--- config.mk ---
export PLATFORM = sky130hd
export DESIGN_NAME = mru_endpoint_table
export DESIGN_NICKNAME = d
export VERILOG_FILES = /design/src/design/mte_pkg.sv /design/src/design/mte_slot_ram.sv /design/src/design/mru_endpoint_table.sv
export SDC_FILE = /design/constraint.sdc
export NUM_CORES = 1
export LEC_CHECK = 0
export BUFFER_PORTS_ARGS = -buffer_cell sky130_fd_sc_hd__buf_2
export CAP_MARGIN = 0
export CORE_ASPECT_RATIO = 1.2
export CORE_MARGIN = 2
export CORE_UTILIZATION = 50
export DETAILED_ROUTE_END_ITERATION = 10
export PLACE_DENSITY = 0.79
export SYNTH_ARGS = -nofsm -noshare
export SYNTH_HDL_FRONTEND = slang
export SYNTH_SLANG_ARGS = --single-unit
--- constraint.sdc ---
create_clock -name clk -period 4.9 [get_ports clk]
set_input_delay 1.225 -clock clk [delete_from_list [all_inputs] [get_ports clk]]
set_output_delay 1.225 -clock clk [all_outputs]
set_load 0.05 [all_outputs]
--- src/design/mte_pkg.sv ---
`default_nettype none

package mte_pkg;

    localparam logic [1:0] KIND_APPEND = 2'd0;
    localparam logic [1:0] KIND_PUSH   = 2'd1;
    localparam logic [1:0] KIND_REMOVE = 2'd2;
    localparam logic [1:0] KIND_PEEK   = 2'd3;

    typedef struct packed {
        logic [31:0] addr;
        logic [15:0] port;
    } entry_t;

    typedef struct packed {
        logic   en;
        entry_t data;
    } ram_wr_t;

endpackage

`default_nettype wire

--- src/design/mte_slot_ram.sv ---
`default_nettype none

module mte_slot_ram
    import mte_pkg::*;
#(
    parameter int DEPTH = 10,
    parameter int IDX_W = 4
)
(
    input  wire logic             clk,
    input  wire ram_wr_t          wr,
    input  wire logic [IDX_W-1:0] wr_idx,
    input  wire logic [IDX_W-1:0] rd_idx,
    output entry_t                rd_data
);

    entry_t mem_reg [DEPTH];
    entry_t rd_data_reg;

    always_ff @(posedge clk)
    begin
        if (wr.en)
        begin
            mem_reg[wr_idx] <= wr.data;
        end
        rd_data_reg <= mem_reg[rd_idx];
    end

    assign rd_data = rd_data_reg;

endmodule

`default_nettype wire

--- src/design/mru_endpoint_table.sv ---
// Ordered table of peer endpoints (IPv4 address and UDP port), no duplicates; push moves to front.
// Input channel: in_valid / in_stall with kind, peer_addr, peer_port; a transaction
// is taken at a clock edge with in_valid high and in_stall low.
// Output channel: out_valid / out_stall with the head entry, entry count and the
// was_present, refused and tail_dropped flags; one result per input transaction.
// Entries sit in a one-port-write, one-port-read RAM with a registered read port.
// Append, push and remove first scan the list one entry a cycle, then move entries
// one a cycle to close or open a gap, then append and push write the new entry.
// The result is registered once this is done; a peek goes straight to its result.
// One transaction is in flight at a time; in_stall is high from acceptance until its
// result is registered, so the next transaction is taken only after that.
// The result register lets the next transaction be taken while a result waits.
// A stalled result holds; a finished transaction waits until the register frees.
// Reset empties the list at once; RAM contents are not cleared and are only read
// after being written.
`default_nettype none

module mru_endpoint_table
    import mte_pkg::*;
#(
    parameter int TABLE_DEPTH = 10
)
(
    input  wire logic        clk,
    input  wire logic        rst_n,
    input  wire logic        in_valid,
    output logic             in_stall,
    input  wire logic [1:0]  kind,
    input  wire logic [31:0] peer_addr,
    input  wire logic [15:0] peer_port,
    output logic             out_valid,
    input  wire logic        out_stall,
    output logic             head_valid,
    output logic [31:0]      head_addr,
    output logic [15:0]      head_port,
    output logic [3:0]       entry_total,
    output logic             was_present,
    output logic             refused,
    output logic             tail_dropped
);

    localparam int IDX_W = (TABLE_DEPTH > 1) ? $clog2(TABLE_DEPTH) : 1;
    localparam int CNT_W = $clog2(TABLE_DEPTH + 1);
    localparam logic [CNT_W-1:0] DEPTH_C = CNT_W'(TABLE_DEPTH);

    localparam logic [1:0] S_IDLE   = 2'd0;
    localparam logic [1:0] S_SEARCH = 2'd1;
    localparam logic [1:0] S_SHIFT  = 2'd2;
    localparam logic [1:0] S_DONE   = 2'd3;

    logic [1:0]       state_reg, state_next;
    logic [CNT_W-1:0] fill_reg, fill_next;
    logic [1:0]       op_kind_reg, op_kind_next;
    entry_t           key_reg, key_next;
    logic [CNT_W-1:0] ptr_reg, ptr_next;
    logic             pend_reg, pend_next;
    logic [CNT_W-1:0] pend_idx_reg, pend_idx_next;
    logic [CNT_W-1:0] left_reg, left_next;
    logic             up_reg, up_next;
    logic             wr_new_reg, wr_new_next;
    logic [IDX_W-1:0] wpos_reg, wpos_next;
    logic             present_reg, present_next;
    logic             refused_reg, refused_next;
    logic             dropped_reg, dropped_next;
    entry_t           head_reg, head_next;

    logic             out_valid_reg, out_valid_next;
    logic             res_head_valid_reg, res_head_valid_next;
    entry_t           res_head_reg, res_head_next;
    logic [3:0]       res_cnt_reg, res_cnt_next;
    logic             res_present_reg, res_present_next;
    logic             res_refused_reg, res_refused_next;
    logic             res_dropped_reg, res_dropped_next;

    ram_wr_t          ram_wr;
    logic [IDX_W-1:0] wr_idx;
    logic [IDX_W-1:0] rd_idx;
    entry_t           rd_data;

    logic             hit;
    logic             found;
    logic [CNT_W-1:0] fill_dec;
    logic [CNT_W+3:0] fill_wide;

    logic             set_up;
    logic [CNT_W-1:0] set_src;
    logic [CNT_W-1:0] set_left;
    logic [CNT_W-1:0] set_cnt;
    logic             set_wr_new;
    logic [IDX_W-1:0] set_wpos;
    logic             set_refused;
    logic             set_dropped;

    mte_slot_ram #(
        .DEPTH (TABLE_DEPTH),
        .IDX_W (IDX_W)
    ) u_slot_ram (
        .clk     (clk),
        .wr      (ram_wr),
        .wr_idx  (wr_idx),
        .rd_idx  (rd_idx),
        .rd_data (rd_data)
    );

    assign hit       = (rd_data == key_reg);
    assign found     = pend_reg && hit;
    assign fill_dec  = fill_reg - 1'b1;
    assign fill_wide = {4'b0000, fill_reg};

    always_comb
    begin
        set_up      = 1'b0;
        set_src     = pend_idx_reg + 1'b1;
        set_left    = '0;
        set_cnt     = fill_reg;
        set_wr_new  = 1'b0;
        set_wpos    = '0;
        set_refused = 1'b0;
        set_dropped = 1'b0;
        case (op_kind_reg)
            KIND_APPEND:
            begin
                if (found)
                begin
                    set_left   = fill_dec - pend_idx_reg;
                    set_wr_new = 1'b1;
                    set_wpos   = fill_dec[IDX_W-1:0];
                end
                else if (fill_reg >= DEPTH_C)
                begin
                    set_refused = 1'b1;
                end
                else
                begin
                    set_wr_new = 1'b1;
                    set_wpos   = fill_reg[IDX_W-1:0];
                    set_cnt    = fill_reg + 1'b1;
                end
            end
            KIND_PUSH:
            begin
                set_up     = 1'b1;
                set_wr_new = 1'b1;
                if (found)
                begin
                    set_src  = pend_idx_reg - 1'b1;
                    set_left = pend_idx_reg;
                end
                else if (fill_reg >= DEPTH_C)
                begin
                    set_dropped = 1'b1;
                    set_src     = DEPTH_C - 2'd2;
                    set_left    = DEPTH_C - 1'b1;
                    set_cnt     = DEPTH_C;
                end
                else
                begin
                    set_src  = fill_dec;
                    set_left = fill_reg;
                    set_cnt  = fill_reg + 1'b1;
                end
            end
            KIND_REMOVE:
            begin
                if (found)
                begin
                    set_left = fill_dec - pend_idx_reg;
                    set_cnt  = fill_dec;
                end
            end
            default:
            begin
            end
        endcase
    end

    always_comb
    begin
        state_next          = state_reg;
        fill_next           = fill_reg;
        op_kind_next        = op_kind_reg;
        key_next            = key_reg;
        ptr_next            = ptr_reg;
        pend_next           = pend_reg;
        pend_idx_next       = pend_idx_reg;
        left_next           = left_reg;
        up_next             = up_reg;
        wr_new_next         = wr_new_reg;
        wpos_next           = wpos_reg;
        present_next        = present_reg;
        refused_next        = refused_reg;
        dropped_next        = dropped_reg;
        out_valid_next      = out_valid_reg && out_stall;
        res_head_valid_next = res_head_valid_reg;
        res_head_next       = res_head_reg;
        res_cnt_next        = res_cnt_reg;
        res_present_next    = res_present_reg;
        res_refused_next    = res_refused_reg;
        res_dropped_next    = res_dropped_reg;
        ram_wr              = '0;
        wr_idx              = '0;
        rd_idx              = '0;

        case (state_reg)
            S_IDLE:
            begin
                if (in_valid)
                begin
                    op_kind_next = kind;
                    key_next     = '{addr: peer_addr, port: peer_port};
                    ptr_next     = '0;
                    pend_next    = 1'b0;
                    present_next = 1'b0;
                    refused_next = 1'b0;
                    dropped_next = 1'b0;
                    state_next   = (kind == KIND_PEEK) ? S_DONE : S_SEARCH;
                end
            end
            S_SEARCH:
            begin
                if (found || (!pend_reg && (ptr_reg >= fill_reg)))
                begin
                    state_next   = S_SHIFT;
                    pend_next    = 1'b0;
                    ptr_next     = set_src;
                    left_next    = set_left;
                    up_next      = set_up;
                    wr_new_next  = set_wr_new;
                    wpos_next    = set_wpos;
                    fill_next    = set_cnt;
                    present_next = found;
                    refused_next = set_refused;
                    dropped_next = set_dropped;
                end
                else if (ptr_reg < fill_reg)
                begin
                    rd_idx        = ptr_reg[IDX_W-1:0];
                    pend_next     = 1'b1;
                    pend_idx_next = ptr_reg;
                    ptr_next      = ptr_reg + 1'b1;
                end
                else
                begin
                    pend_next = 1'b0;
                end
            end
            S_SHIFT:
            begin
                if (pend_reg)
                begin
                    ram_wr.en   = 1'b1;
                    ram_wr.data = rd_data;
                    wr_idx      = pend_idx_reg[IDX_W-1:0];
                end
                if (left_reg != '0)
                begin
                    rd_idx        = ptr_reg[IDX_W-1:0];
                    pend_next     = 1'b1;
                    pend_idx_next = up_reg ? ptr_reg + 1'b1 : ptr_reg - 1'b1;
                    ptr_next      = up_reg ? ptr_reg - 1'b1 : ptr_reg + 1'b1;
                    left_next     = left_reg - 1'b1;
                end
                else
                begin
                    pend_next = 1'b0;
                    if (!pend_reg)
                    begin
                        if (wr_new_reg)
                        begin
                            ram_wr.en   = 1'b1;
                            ram_wr.data = key_reg;
                            wr_idx      = wpos_reg;
                        end
                        state_next = S_DONE;
                    end
                end
            end
            S_DONE:
            begin
                if (!out_valid_reg || !out_stall)
                begin
                    out_valid_next      = 1'b1;
                    res_head_valid_next = (fill_reg != '0);
                    res_head_next       = (fill_reg != '0) ? head_reg : '0;
                    res_cnt_next        = fill_wide[3:0];
                    res_present_next    = present_reg;
                    res_refused_next    = refused_reg;
                    res_dropped_next    = dropped_reg;
                    state_next          = S_IDLE;
                end
            end
            default:
            begin
                state_next = S_IDLE;
            end
        endcase

        head_next = head_reg;
        if (ram_wr.en && (wr_idx == '0))
        begin
            head_next = ram_wr.data;
        end
    end

    always_ff @(posedge clk or negedge rst_n)
    begin
        if (!rst_n)
        begin
            state_reg     <= S_IDLE;
            fill_reg      <= '0;
            pend_reg      <= 1'b0;
            left_reg      <= '0;
            out_valid_reg <= 1'b0;
        end
        else
        begin
            state_reg     <= state_next;
            fill_reg      <= fill_next;
            pend_reg      <= pend_next;
            left_reg      <= left_next;
            out_valid_reg <= out_valid_next;
        end
    end

    always_ff @(posedge clk)
    begin
        op_kind_reg        <= op_kind_next;
        key_reg            <= key_next;
        ptr_reg            <= ptr_next;
        pend_idx_reg       <= pend_idx_next;
        up_reg             <= up_next;
        wr_new_reg         <= wr_new_next;
        wpos_reg           <= wpos_next;
        present_reg        <= present_next;
        refused_reg        <= refused_next;
        dropped_reg        <= dropped_next;
        head_reg           <= head_next;
        res_head_valid_reg <= res_head_valid_next;
        res_head_reg       <= res_head_next;
        res_cnt_reg        <= res_cnt_next;
        res_present_reg    <= res_present_next;
        res_refused_reg    <= res_refused_next;
        res_dropped_reg    <= res_dropped_next;
    end

    assign in_stall     = (state_reg != S_IDLE);
    assign out_valid    = out_valid_reg;
    assign head_valid   = res_head_valid_reg;
    assign head_addr    = res_head_reg.addr;
    assign head_port    = res_head_reg.port;
    assign entry_total  = res_cnt_reg;
    assign was_present  = res_present_reg;
    assign refused      = res_refused_reg;
    assign tail_dropped = res_dropped_reg;

`ifndef SYNTHESIS
    a_fill_bound: assert property (@(posedge clk) disable iff (!rst_n)
        fill_reg <= DEPTH_C)
        else $error("entry count exceeds table depth");

    a_wr_in_shift: assert property (@(posedge clk) disable iff (!rst_n)
        ram_wr.en |-> (state_reg == S_SHIFT))
        else $error("RAM write outside move phase");

    a_no_overlap: assert property (@(posedge clk) disable iff (!rst_n)
        (state_reg == S_SHIFT && pend_reg && left_reg != '0) |-> (pend_idx_reg != ptr_reg))
        else $error("move reads the entry being written");

    a_flag_excl: assert property (@(posedge clk) disable iff (!rst_n)
        out_valid_reg |-> !(res_refused_reg && res_dropped_reg))
        else $error("refused and tail_dropped both set");

    a_peek_static: assert property (@(posedge clk) disable iff (!rst_n)
        (state_reg == S_IDLE && in_valid && kind == KIND_PEEK) |=> (fill_reg == $past(fill_reg)))
        else $error("peek changed the entry count");
`endif

endmodule

`default_nettype wire

# Yosys cells after proc, flatten, opt, wreduce, memory -nomap -nowiden
# Memory sizes are Yosys's and may differ from the RTL's. A register that Yosys moved wholly into a read port is not among the register bits.
# Cells that the tools add are included.
totals:
  regBits: 183
  ramBits: 480
  in_bits: 54
  output_inout_bits: 58
  wordCells: 160
  memories: 1
mem_list:
  columns: ["memory", "depth", "word_bits", "rd", "rd_clocked_by_memory_dff", "wr", "line_no", "source"]
  rows:
  - ["u_slot_ram.mem_reg", 10, 48, 1, 1, 1, "mte_slot_ram.sv:17", "entry_t mem_reg [DEPTH];"]
op_classes:
  n_addsub: 8
  magnitude_cmp: 3
  eq_ne: 20
  n_mux: 73
  n_reduce_logical: 30
op_table:
  columns: ["op", "n"]
  rows:
  - ["two-way mux 49 bit", 5]
  - ["two-way mux 4 bit", 32]
  - ["equality test 48 bit", 1]
  - ["case mux 4 bit (2 select lines)", 4]
  - ["inequality test 2 bit, second input constant", 12]
  - ["case mux 4 bit (3 select lines)", 2]
  - ["two-way mux 1 bit", 18]
  - ["subtractor 4 x 1 -> 4 bit, second input constant", 4]
  - ["adder 4 x 1 -> 4 bit, second input constant", 3]
  - ["two-way mux 2 bit", 6]
  - ["equality test 2 bit, second input constant", 4]
  - ["case mux 1 bit (2 select lines)", 4]
  - ["case mux 2 bit (4 select lines)", 1]
  - ["AND reduction 2 bit", 4]
  - ["AND reduction 4 bit", 2]
  - ["nonzero test 4 bit", 2]
  - ["AND reduction 7 bit", 1]
  - ["AND reduction 3 bit", 2]
  - ["nonzero test 2 bit", 3]
  - ["nonzero test 3 bit", 2]
  - ["AND reduction 5 bit", 1]
  - ["equality test 2 x 1 -> 1 bit, second input constant", 2]
  - ["greater-or-equal comparator 4 bit", 1]
  - ["greater-or-equal comparator 4 bit, second input constant", 1]
  - ["10 further kinds", 17]

# Depth between registers and ports, before layout
logic_depth:
  depth_word: 7
  depth_mapped: 13
  ltp_nobuf: 10

# Hierarchy
# Synthesis repeated with hierarchy kept, for this count alone.
unflattened:
  cells_unflattened: 1670
  hier_area_um2: 28302.1
by_module_without_submodules:
  columns: ["mod", "instances", "cells_each", "area_each_um2", "seq_area_each_um2"]
  rows:
  - ["mte_slot_ram", 1, 1038, 19711.4, 15374.7]
  - ["mru_endpoint_table", 1, 632, 8590.7, 5435.2]

# Worst setup path before layout
# Ideal clock, no wire load.
synth_timing:
  path_kind: "input to register"
  from: "input port out_stall"
  to: "register res_cnt_reg[0], in the netlist entry_total[0], enable pin"
  setup_time_ns: 0.555
  arrival_time_ns: 5.294
  required_time_ns: 4.345
  slack_ns: -0.950
  stages: 1
  path_buffers: 0
  path_cell_list: "a21boi_0"
synth_between:
  elab_chain_cells: 3
synth_rtl:
  columns: ["element", "line_no", "source"]
  rows:
  - ["from (decl)", "mru_endpoint_table.sv:32", "input wire logic out_stall,"]
  - ["zero test 1 bit", "mru_endpoint_table.sv:280", "if (!out_valid_reg || !out_stall)"]
  - ["logical OR 1 bit", "mru_endpoint_table.sv:280", null]
  - ["AND reduction 2 bit (no source line)", null, null]
  - ["to (signal assigned)", "mru_endpoint_table.sv:340", "res_cnt_reg <= res_cnt_next;"]
  - ["to (decl)", "mru_endpoint_table.sv:70", "logic [3:0] res_cnt_reg, res_cnt_next;"]
# No other way between the ends.
# A chain may end at the register's enable or synchronous reset.

# Final worst setup path
layout_timing:
  from: "register state_reg[0]"
  to: "memory u_slot_ram.mem_reg[8][40] (netlist bit), enable pin"
layout_between:
  elab_chain_cells: 4
  word_cells_on_any_way: 5
  cone_classes: "1 x eq/ne; 4 x mux"
layout_rtl:
  columns: ["element", "line_no", "source"]
  rows:
  - ["from (decl)", "mru_endpoint_table.sv:51", "logic [1:0] state_reg, state_next;"]
  - ["from (signal assigned)", "mru_endpoint_table.sv:317", "state_reg <= state_next;"]
  - ["equality test 2 bit *", "mru_endpoint_table.sv:204", "case (state_reg)"]
  - ["two-way mux 49 bit", "mru_endpoint_table.sv:204", null]
  - ["two-way mux 1 bit", "mte_slot_ram.sv:22", "if (wr.en)"]
  - ["two-way mux 1 bit (not written as such)", "mte_slot_ram.sv:24", "mem_reg[wr_idx] <= wr.data;"]
  - ["to (decl)", "mte_slot_ram.sv:17", null]
# Mark *: on every way between the ends. The rest lies on a longest branch, timed or not.

==> results.json <==
{
  "antenna_found_initial": 0,
  "core_mm2": 0.0524,
  "synth_edf_count": 603,
  "clock_sinks": 663,
  "drt-pass1-iter-count": 6,
  "synth_area_per_cell_um2": 16.1,
  "grt_pass1_vias": 15600,
  "start_kind": "register",
  "r2r_start": "state_reg[0]",
  "ctsLongestPathBuffers": 3,
  "largest_reg_flops": 480,
  "yosys.area.top_type": "edfxtp_1",
  "grt_max_degree": 151,
  "post_drt_wl_per_cell_um": 25.3,
  "drive_gt1_frac": 0.179,
  "worstSkewPairLatency_ps": 630,
  "root_buffer": "clkbuf_16",
  "area_growth_pct": 13.1,
  "cp.required_ps": 5200,
  "setup_viol": 0,
  "fp.dieH_um": 256,
  "final_hold_viol_count": 0,
  "gp_congestion": 0.894,
  "drv_slew": 0,
  "power_frac_comb": 0.313,
  "drt-vias-per-instance": 6.13,
  "wirelength_mm": 63.1,
  "ys_seq_elements": 663,
  "cts_resized": 0,
  "hold_class": "reg -> reg",
  "drc": 0,
  "setup.worst_path.end_class": "register",
  "r2r-end": "u_slot_ram.mem_reg[8][40]",
  "fin_crit_ps": 3950,
  "hold_start": "present_reg",
  "start_util": 0.505,
  "power_mw": 18.2,
  "postCtsHoldBufs": 0,
  "irDropWorstVdd_mv": 0.494,
  "synthArstFlopShare": 0.0181,
  "reg2reg_slack_ps": 950,
  "clkPwrFrac": 0.263,
  "multi_input_area_mm2": 0.00671,
  "die-area_mm2": 0.0548,
  "netlist_top_cells_area": "edfxtp_1 (68%), mux4_2 (4.2%), mux2i_1 (3.8%), dfxtp_1 (3.6%), a21oi_1 (2.2%)",
  "rsz0062_at_grt": "no",
  "regArea_mm2": 0.0194,
  "nNetsFinal": 1823,
  "outcome": "complete, no violations",
  "yosysTopAreaCellShare": 0.685,
  "cp.arrival_ps": 4250,
  "leakagePower_nw": 10.1,
  "synth_fp_nets": 1721,
  "cts_setup_buffers": 0,
  "synthCells": 1640,
  "place_ws_ps": 985,
  "powerDensity_mw_per_mm2": 607,
  "io_pins": 112,
  "clkTransAtPathRegs_ps": 70,
  "grt_use_total": 0.227,
  "synth_area_mm2": 0.0264,
  "period_share": 0.806,
  "diodes": 0,
  "setup-tns-final_ps": 0,
  "htreeDepth": 2,
  "cts_buffers": 61,
  "numPortBuffers": 111,
  "ys.flop_type": "edfxtp_1",
  "num_vias": 15300,
  "rows": 92,
  "whs_path_depth": 0,
  "maxCapViolCount": 0,
  "setup_slack_ps": 953,
  "dp_hpwl_mm": 36.0,
  "cts_tree": "done",
  "postRouteAntennaNets": 0,
  "maxSlewHeadroom": 0.163,
  "gr-total-overflow": 0,
  "p_switching_mw": 6.34,
  "ff2ff_path_depth": 8,
  "p_sw_frac": 0.349,
  "skew_ps": 21.0,
  "grt_pass1_wl_mm": 94.5,
  "drt_iter0_drc": 1740,
  "tightest_slew_ps": 1250,
  "internal-power_mw": 11.8,
  "critPathMaxFanout": 32,
  "holdPathEnd": "was_present",
  "fill_cells": 3874,
  "crit_type": "reg -> reg",
  "yosysUniqueCellTypes": 61,
  "fmax_mhz": 253,
  "ys_warn_count": 0,
  "die_x_um": 214,
  "seqPwrFrac": 0.424,
  "yosysSeqAreaShare": 0.732
}
-- worst max path at each step --
stage	start	end	slack [ps]	depth (start not counted)
floorplan	state_reg[0]	u_slot_ram.mem_reg[7][0]	460	10
global placement	state_reg[0]	u_slot_ram.mem_reg[8][44]	1150	8
detailed placement	state_reg[0]	u_slot_ram.mem_reg[8][33]	990	8
CTS	state_reg[0]	u_slot_ram.mem_reg[8][36]	960	8
global route	state_reg[0]	u_slot_ram.mem_reg[8][32]	740	8
finish	state_reg[0]	u_slot_ram.mem_reg[8][40]	950	8
-- kinds of logic (layout without fill, tap and decap cells) --
logic type	after synthesis	count (layout)	synth area share
AO/OA/AOI/OAI	321	321	0.0799
XOR/XNOR	64	64	0.0212
adder cells (fa/ha/maj)	27	27	0.0131
buffers and inverters	132	285	0.0195
flip-flops	663	663	0.732
multiplexers	155	155	0.0823
AND/OR/NAND/NOR	278	278	0.0518
-- cells in the mapped netlist (all sizes together) (6+ instances only) --
master and count:
a22o 50, mux2 6, nand2 32, inv 28
a22oi 6, ha 26, edfxtp 603, mux4 49
dfrtp 12, nor2 94, nor2b 55, a21oi 114
o21ai 63, xnor2 57, dfxtp 48, buf 22
nand4 12, xor2 7, nand3 58, mux2i 100
o221ai 48, clkbuf 81
-- per-stage QoR --
stage	area [um2]	utilization	std cells	hold WS [ps]
finish	29900	0.571	2498	423
global route	29900	0.571	2498	430
CTS	29900	0.571	2498	426
detailed placement	27900	0.533	2384	410
global placement	27900	0.533	2384	410
floorplan	26400	-	1640	400
-- worst max-delay path: stages (launching register included) --
cell     delay [ps]
dfrtp_1         420
inv_1           140
ha_1            610
nand2_1         210
nor3b_2         390
a32oi_1         150
a21o_1          260
nor2_4          940
buf_4           460
-- cell usage in the layout (no fill, tap or decap), types with 4 or more instances in the layout --
master / netlist / layout
a22oi_1: 6 / 6
mux2i_1: 100 / 100
clkbuf_16: 0 / 61
a22o_1: 50 / 50
nand4_1: 11 / 11
nor2b_1: 55 / 54
nor3_1: 5 / 5
inv_1: 28 / 28
a21oi_1: 114 / 114
nand2_1: 32 / 30
bufinv_16: 0 / 7
buf_2: 10 / 111
xnor2_1: 57 / 57
xor2_1: 7 / 7
mux4_2: 49 / 49
dfrtp_1: 12 / 12
ha_1: 26 / 26
buf_12: 0 / 4
clkbuf_1: 81 / 12
dfxtp_1: 48 / 48
a21o_1: 4 / 4
o22ai_1: 5 / 5
mux2_2: 5 / 5
nor2_4: 0 / 11
o221ai_1: 48 / 48
nand2b_1: 5 / 5
nor2_1: 94 / 83
buf_4: 0 / 27
nand3_1: 58 / 58
edfxtp_1: 603 / 603
a31oi_1: 4 / 4
clkinv_2: 0 / 14
inv_6: 0 / 7
o21ai_0: 63 / 63
clkinv_1: 1 / 8
-- power groups by stage --
stage                     Sequential [mW]  Clock [mW]  Combinational (mW)
after floorplan                      8.00           0                3.63
after global placement               7.78           0                5.45
after detailed placement             7.80           0                5.62
after CTS                            7.69        4.85                5.66
after global routing                 7.76        5.04                6.07
final                                7.70        4.78                5.69
-- layout make-up --
cell class,count,area share
Clock buffer,76,0.0539
Clock inverter,38,0.0135
Inverter,29,0.00364
Multi-Input combinational cell,845,0.224
Sequential cell,663,0.647
Tap cell,705,0.0295
Timing Repair Buffer,142,0.0280
-- routing by layer --
layer / track usage / wire length [um] / share of wire
met1: 0.289 / 23900 / 0.38
met2: 0.381 / 31600 / 0.50
met3: 0.0358 / 4850 / 0.077
met4: 0.114 / 2770 / 0.044
met5: 0 / 0 / 0
Power figures use the tool's default switching activity.
